[config.mk]
export PLATFORM = sky130hd
export DESIGN_NAME = ascending_sort_engine
export DESIGN_NICKNAME = d
export VERILOG_FILES = /design/src/rtl/ase_pkg.sv /design/src/rtl/ase_cell.sv /design/src/rtl/ascending_sort_engine.sv
export SDC_FILE = /design/constraint.sdc
export NUM_CORES = 2
export LEC_CHECK = 0
export ABC_AREA = 1
export ABC_CLOCK_PERIOD_IN_PS = 7140
export BUFFER_PORTS_ARGS = -buffer_cell sky130_fd_sc_hd__buf_2
export CAP_MARGIN = 40
export CORE_ASPECT_RATIO = 0.8
export CORE_MARGIN = 4
export CORE_UTILIZATION = 35
export CTS_BUF_LIST = sky130_fd_sc_hd__clkbuf_8
export DETAILED_ROUTE_END_ITERATION = 10
export PLACE_DENSITY = 0.51
export SLEW_MARGIN = 20
export SYNTH_ARGS = -nofsm -noshare
export SYNTH_HDL_FRONTEND = slang
export SYNTH_SLANG_ARGS = --single-unit
[constraint.sdc]
create_clock -name clk -period 7.14 [get_ports clk]
set_input_delay 1.785 -clock clk [delete_from_list [all_inputs] [get_ports clk]]
set_output_delay 1.785 -clock clk [all_outputs]
set_load 0.005 [all_outputs]
[src/rtl/ase_pkg.sv]
package ase_pkg;

	// Number of values one set can hold; later values of a full set are dropped.
	localparam int unsigned SORT_DEPTH = 32;

	localparam int unsigned VALUE_W = 32;

	typedef logic signed [VALUE_W-1:0] value_t;

	// Control that the top level broadcasts to every cell of the chain.
	typedef struct packed {
		logic insert;   // place the broadcast value into the sorted row
		logic shift;    // move the whole row one cell toward the output
	} cell_ctl_t;

endpackage

[src/rtl/ase_cell.sv]
module ase_cell (
	input  logic                clk,
	input  logic                arst_n,
	input  ase_pkg::cell_ctl_t  ctl,
	input  ase_pkg::value_t     new_value,
	input  logic                left_valid,
	input  ase_pkg::value_t     left_value,
	input  logic                left_greater,
	input  logic                right_valid,
	input  ase_pkg::value_t     right_value,
	output logic                valid,
	output ase_pkg::value_t     value,
	output logic                greater
);

	logic            valid_q;
	ase_pkg::value_t value_q;

	// Strict compare keeps equal values in arrival order.
	assign greater = valid_q && (value_q > new_value);
	assign valid   = valid_q;
	assign value   = value_q;

	always_ff @(posedge clk or negedge arst_n) begin
		if (!arst_n) begin
			valid_q <= 1'b0;
		end else if (ctl.shift) begin
			valid_q <= right_valid;
		end else if (ctl.insert) begin
			if (left_greater || greater || (!valid_q && left_valid)) begin
				valid_q <= 1'b1;
			end
		end
	end

	always_ff @(posedge clk) begin
		if (ctl.shift) begin
			value_q <= right_value;
		end else if (ctl.insert) begin
			if (left_greater) begin
				value_q <= left_value;
			end else if (greater || (!valid_q && left_valid)) begin
				value_q <= new_value;
			end
		end
	end

endmodule

[src/rtl/ascending_sort_engine.sv]
// Channel  | Signals                                   | Direction
// ---------+-------------------------------------------+----------
// input    | in_valid, in_stall, item_value, last_item | into block
// output   | out_valid, out_stall, sorted_value,       | out of block
//          | last_result, overflow                     |
//
// Loading: the chain of cells places each value in its sorted position in
// the cycle it is accepted.
// After the item marked last, the set drains from the head cell, one result
// per cycle while the output is not stalled; input is stalled for the whole
// drain.
// Reset clears every cell's valid bit, the drain flag and the overflow flag;
// stored values are not cleared. An output stall freezes the draining chain.
module ascending_sort_engine (
	input  logic                clk,
	input  logic                arst_n,
	input  logic                in_valid,
	output logic                in_stall,
	input  ase_pkg::value_t     item_value,
	input  logic                last_item,
	output logic                out_valid,
	input  logic                out_stall,
	output ase_pkg::value_t     sorted_value,
	output logic                last_result,
	output logic                overflow
);

	localparam int unsigned DEPTH = ase_pkg::SORT_DEPTH;
	localparam logic [DEPTH-1:0] VEC_ONE = {{(DEPTH-1){1'b0}}, 1'b1};

	logic               drain_q;
	logic               dropped_q;
	logic               in_accept;
	logic               out_accept;
	logic               full;
	ase_pkg::cell_ctl_t ctl;

	logic [DEPTH-1:0]   cell_valid;
	logic [DEPTH-1:0]   cell_greater;
	ase_pkg::value_t    cell_value [DEPTH];

	// The row is full once the tail cell holds a value.
	assign full       = cell_valid[DEPTH-1];
	assign in_stall   = drain_q;
	assign in_accept  = in_valid && !drain_q;

	// The head cell is the output register; the rest of the row is the queue
	// behind it.
	assign out_valid    = drain_q && cell_valid[0];
	assign sorted_value = cell_value[0];
	assign last_result  = !cell_valid[1];
	assign overflow     = dropped_q;
	assign out_accept   = out_valid && !out_stall;

	assign ctl.insert = in_accept && !full;
	assign ctl.shift  = out_accept;

	genvar gi;
	generate
		for (gi = 0; gi < DEPTH; gi++) begin : g_cell
			logic            left_valid;
			ase_pkg::value_t left_value;
			logic            left_greater;
			logic            right_valid;
			ase_pkg::value_t right_value;

			if (gi == 0) begin : g_head
				// The head has no left neighbor; the missing neighbor always counts as filled.
				assign left_valid   = 1'b1;
				assign left_value   = item_value;
				assign left_greater = 1'b0;
			end else begin : g_body
				assign left_valid   = cell_valid[gi-1];
				assign left_value   = cell_value[gi-1];
				assign left_greater = cell_greater[gi-1];
			end

			if (gi == DEPTH - 1) begin : g_tail
				assign right_valid = 1'b0;
				assign right_value = '0;
			end else begin : g_inner
				assign right_valid = cell_valid[gi+1];
				assign right_value = cell_value[gi+1];
			end

			ase_cell u_cell (
				.clk          (clk),
				.arst_n       (arst_n),
				.ctl          (ctl),
				.new_value    (item_value),
				.left_valid   (left_valid),
				.left_value   (left_value),
				.left_greater (left_greater),
				.right_valid  (right_valid),
				.right_value  (right_value),
				.valid        (cell_valid[gi]),
				.value        (cell_value[gi]),
				.greater      (cell_greater[gi])
			);
		end
	endgenerate

	// Draining starts after the item marked last has been accepted and ends
	// when the final result is taken, which also empties the row.
	always_ff @(posedge clk or negedge arst_n) begin
		if (!arst_n) begin
			drain_q   <= 1'b0;
			dropped_q <= 1'b0;
		end else if (out_accept && last_result) begin
			drain_q   <= 1'b0;
			dropped_q <= 1'b0;
		end else if (in_accept) begin
			if (last_item) begin
				drain_q <= 1'b1;
			end
			if (full) begin
				dropped_q <= 1'b1;
			end
		end
	end

	// Filled cells always form an unbroken run from the head.
	a_prefix: assert property (@(posedge clk) disable iff (!arst_n)
		((cell_valid + VEC_ONE) & cell_valid) == '0)
		else $error("cell valid bits are not a prefix");

	// While draining, the head cell holds a result.
	a_drain_head: assert property (@(posedge clk) disable iff (!arst_n)
		drain_q |-> cell_valid[0])
		else $error("drain without a value at the head");

	// Each insertion adds exactly one value to the row.
	a_insert_count: assert property (@(posedge clk) disable iff (!arst_n)
		ctl.insert |=> $countones(cell_valid) == $past($countones(cell_valid)) + 1)
		else $error("insertion did not add one value");

	// Taking the final result leaves the row empty.
	a_set_done: assert property (@(posedge clk) disable iff (!arst_n)
		(out_accept && last_result) |=> (cell_valid == '0) && !out_valid)
		else $error("row not empty after final result");

endmodule
# Yosys cells after proc, flatten, opt, wreduce, memory -nomap -nowiden
# Cells that the tools add are included.
# totals
out_inout_bits	36
ff_bits	1058
elab_cells	653
# op_classes
mux	227
n_reduce_logical	328
magnitude_cmp	32
# ops
op	n
$mux 32	125
$gt 32x32->1	32
$reduce_and 2->1	65
$mux 1	102
$logic_or 1x1->1	94
$reduce_bool 3->1	30
$reduce_bool 2->1	37
$logic_and 1x1->1	68
$logic_not 1->1	34

# Logic depth before layout (Yosys ltp)
# depth
ltp_word	7
depth_mapped	20
depth_no_buf	19

# Cells and area by module
# From an unflattened synthesis, not the netlist that was laid out.
# hier_totals
hier_cells	9715
area_unflattened_um2	82999.6
# modules_own_cells
mod	cells_per_inst	area_per_inst_um2	instances
ase_cell	303	2590.0	32
ascending_sort_engine	19	120.1	1

# Worst setup path before layout
# OpenSTA, ideal clock, no wires.
# synth_path
path_kind	in2reg
from	in item_value[31]
to	reg g_cell[0].u_cell.value_q[0] (enable)
n_path_buf	1
path_stages	11
required_time_ns	6.708
setup_slack_ns	1.019
arrival_time_ns	5.689
cell_sequence	inv_1 > clkbuf_1 > ha_1 > a21oi_1 > o21a_1 > nand2_1 > a21oi_1 > nand2_1 > a21boi_0 > nand2_1 > a21oi_1
# synth_between
elab_chain_cells	5
# synth_rtl
item	line_no	text
from (decl)	ascending_sort_engine.sv:19	input ase_pkg::value_t item_value,
$gt 32x32->1	ase_cell.sv:20	assign greater = valid_q && (value_q > new_value);
$logic_and 1x1->1	ase_cell.sv:20	
$logic_or 1x1->1	ase_cell.sv:42	end else if (greater || (!valid_q && left_valid)) begin
$reduce_bool 2->1 (no source line)	--	
$reduce_and 2->1 (no source line)	--	
to (signal assigned)	ase_cell.sv:38	value_q <= right_value;
to (signal assigned)	ase_cell.sv:41	value_q <= left_value;
to (signal assigned)	ase_cell.sv:43	value_q <= new_value;
to (decl)	ase_cell.sv:17	ase_pkg::value_t value_q;
# No other way between the ends.
# A chain may end at the register's enable or synchronous reset.

# Worst setup path in the final report
# layout_path
from	in item_value[14]
to	reg g_cell[31].u_cell.value_q[2]
# layout_between
elab_chain_cells	5
elab_cells_between_ends	8
cone_classes	order compare: 2; mux: 1; reduce/logical: 5
# layout_rtl
item	line_no
$gt 32x32->1	ase_cell.sv:20
$logic_and 1x1->1	ase_cell.sv:20
$logic_or 1x1->1	ase_cell.sv:42
$reduce_bool 2->1 (no source line)	--
$reduce_and 2->1 (no source line)	--
to (signal assigned)	ase_cell.sv:38
to (signal assigned)	ase_cell.sv:41
to (signal assigned)	ase_cell.sv:43
to (decl)	ase_cell.sv:17
# Several ways; a longest one is shown, not always the timed one.

==> metrics.csv <==
stage,metric,value,unit
status,outcome,completed,
drt,routed vias,68870,
clocking,clock slew at reported path FFs,60,ps
clocking,Max clock buf depth,3,
power_and_ir_drop,Lkg Pwr,0.03897,uW
synthesis,Area contributors post-synth,"edfxtp_1, nand2_1, ha_1",
place,Port Buf Inserts,72,
timing,# setup viols final,0,
layout,Multi-input gate area,45120,sq um
floorplan,Die Wd,544.6,um
timing,final period utilization,71.02,%
timing,Slew @ Worst Pin,1054,ps
critical_path,WP buf/inv,5,
critical_path,startpoint types,input port,
synthesis,Post-synth EDFFs,992,
synthesis,"Avg Cell Area, Syn",8.590,sq um
critical_path,Critical R2R Launch,g_cell[0].u_cell.valid,
synthesis,Mapped Area,80630,sq um
timing,RSZ-0062 raised after global routing,no,
synthesis,sequential share of the synthesized area,38.79,%
floorplan,Die ar.,238200,sq um
hold_path,Hold Path Stages,2,
hold_path,Hold Crit Start,g_cell[30].u_cell.valid,
synthesis,synthesized net count,10420,
synthesis,count of cell types in the netlist,42,
critical_path,Reg2Reg Depth,8,
global_routing,GRT overflow,0,
critical_path,FF-to-FF End,g_cell[20].u_cell.value[7],
place,Detailed Place HPWL,204.1,mm
drt,# DRC,0,
critical_path,critical-path cell list,buf_2 > clkinv_2 > buf_12 > ha_1 > nand4_1 > nor3_1 > nand2_1 > nand2_1 > nand2_1 > nand2_1 > nand2_2 > nand3_4 > buf_4 > nand2_1 > nand3_1 > nand2_1 > inv_1,
drt,wire length per cell,22.40,um
critical_path,WP data required,8030,ps
critical_path,FF-to-FF setup slack,2780,ps
timing,Final min period,5071,ps
critical_path,kind of cell adding the most delay to the critical path,simple AND/OR/NAND/NOR gates,
clocking,worst-skew pair later-pin latency,940,ps
synthesis,Post-synth top cells,"nand2_1, edfxtp_1, ha_1",
floorplan,I/O pin total,73,
critical_path,CP Max Fanout,33,
synthesis,cell accounting for the most synthesized area,edfxtp_1,
critical_path,CP arrival,5960,ps
clocking,H-tree Lvls,4,
critical_path,WS Path Type,in2reg,
power_and_ir_drop,PwrDens,475.1,nW/um^2
timing,"Hold Vio Cnt, Final",0,
synthesis,Synth async-reset ratio,3.214,%
clocking,PostCTS Resize Cnt,0,
drt,vias per cell,5.496,
synthesis,top-count cell post-synth,nand2_1,
global_routing,antenna violations before repair,12,
hold_path,Hold Crit Class,reg2reg,
clocking,clk sinks,1058,
synthesis,"flops & latches, synth",1058,
floorplan,row count,157,
clocking,clk root buf,clkbuf_8,
clocking,CTS tree,done,
timing,Slew Limit Fails,0,
drt,total iterations of the first detailed-routing run,5,
drt,"antenna viol nets, final",0,
run,Max-Cap Viols,0,
clocking,clock buffer count from CTS,194,
timing,Max Clk Rate,197.2,MHz
timing,final setup TNS,0,ps
synthesis,Mapped Cells,9387,
synthesis,post-synth top area share,36.94,%
critical_path,most frequent CP cell,nand2_1,
critical_path,slowest CP cell,nor3_1,
clocking,Post-CTS Setup Inserts,0,
critical_path,Crit path largest cell delay,600,ps
drt,First DRT Iteration DRCs,7036,
global_routing,first-pass GRT wire length,422.1,mm
floorplan,core footprint,229000,sq um
critical_path,Worst setup EP type,flop,
layout,area delta synth->final,9.050,%
drt,total wire length,280.7,mm
synthesis,yosys warns,0,
timing,Hold Slack,472.1,ps
layout,FF/Latch Area,31280,sq um
global_routing,number of global-route vias before repair,65420,
layout,layout cell share with drive strength beyond 1,12.85,%
synthesis,top_reg_cell synth,edfxtp_1,
hold_path,Worst Hold End,g_cell[30].u_cell.valid,
floorplan,Die H,437.3,um
global_routing,largest net degree at the start of global routing,153,
floorplan,Starting Density,35.20,%
place,placer's final routability congestion estimate,0.8820,
clocking,Hold Buf Count CTS,0,
power_and_ir_drop,Peak VDD IR,234.7,uV
timing,Clock Skews,56.46,ps
global_routing,GRT Resource Usage Total,22.95,%
layout,fillcell total,23190,
layout,Final Net Count,10370,
timing,Slew headroom,29.73,%
registers in the layout (all words and copies together) (netlist names):
register,count
in_stall,1
g_cell.u_cell.value,1024
g_cell.u_cell.valid,32
overflow,1
metal layers:
metal | GRT usage [%] | vias up | part of all wire (%)
met5 | 0 | - | 0.0036
met3 | 4.718 | 378 | 8.7
li1 | - | 32730 | -
met4 | 4.534 | 2 | 1.8
met1 | 35.93 | 33180 | 49
met2 | 32.09 | 2582 | 40
cell usage in the layout (no fill, tap or decap), types with 42 or more instances in the layout:
cell type,netlist,routed
nand2_1,3777,3776
ha_1,992,992
edfxtp_1,992,992
o211ai_2,570,570
a21oi_1,513,511
nor2_1,436,435
inv_1,309,350
o21ai_1,264,264
o211ai_1,208,208
clkbuf_8,0,205
buf_4,23,190
nand3_1,189,161
o21ai_0,147,147
nand4_1,110,110
buf_2,137,72
clkinv_1,23,71
o21a_1,62,62
buf_12,0,50
o21bai_1,44,44
clkinv_2,0,42
final cells by class:
| cell class | count | share of cell area, % |
|---|---|---|
| inverters | 334 | 1.470 |
| well taps | 3021 | 4.299 |
| repair buffers | 318 | 3.358 |
| multi-input cells | 7436 | 51.31 |
| flip-flops and latches | 1058 | 35.57 |
| diodes | 9 | 0.02561 |
| clock buffers | 205 | 3.209 |
| clock inverters | 149 | 0.7499 |
report_power, final:
group | total, uW | leakage, uW | internal (uW) | switching, uW
logic | 20800 | 0.0271 | 7030 | 13800
registers | 15400 | 0.00987 | 11700 | 3670
clock network | 5600 | 0.00204 | 2670 | 2920
total | 41800 | 0.0390 | 21400 | 20300
worst max-delay path by stage:
stage,startpoint,end,cells past startpoint
6_report,item_value[14],g_cell[31].u_cell.value[2],17
3_3_place_gp,item_value[15],g_cell[2].u_cell.value[0],14
2_1_floorplan,item_value[31],g_cell[0].u_cell.value[0],11
3_5_place_dp,item_value[14],g_cell[31].u_cell.value[2],17
4_1_cts,item_value[14],g_cell[31].u_cell.value[2],17
5_1_grt,item_value[14],g_cell[31].u_cell.value[26],17
through the flow:
step	total power (uW)	cells	utilization, %	cell area [sq um]	setup slack, ps
3_5_place_dp	36020	12160	36.83	84350	1167
6_report	41780	12530	38.39	87930	2069
4_1_cts	41740	12520	38.35	87830	2200
3_3_place_gp	35330	12160	36.75	84180	1205
5_1_grt	45200	12530	38.39	87920	1841
2_1_floorplan	29620	9387	-	80630	1019
cells by family (layout without fill, tap and decap cells):
logic type | count (synthesis) | count (layout) | synth area share (%)
flops | 1058 | 1058 | 38.79
compound gates | 1851 | 1851 | 17.87
simple gates | 4593 | 4593 | 22.48
fa+ha+maj | 992 | 992 | 15.39
buf+inv | 893 | 1006 | 5.465
other cells | 0 | 9 | 0
worst min-delay path, stage by stage, from the launching register on:
cell     delay (ps)
dfrtp_1         340
nand2_1          50
nand2_1          50
(Power assumes the default switching activity.)
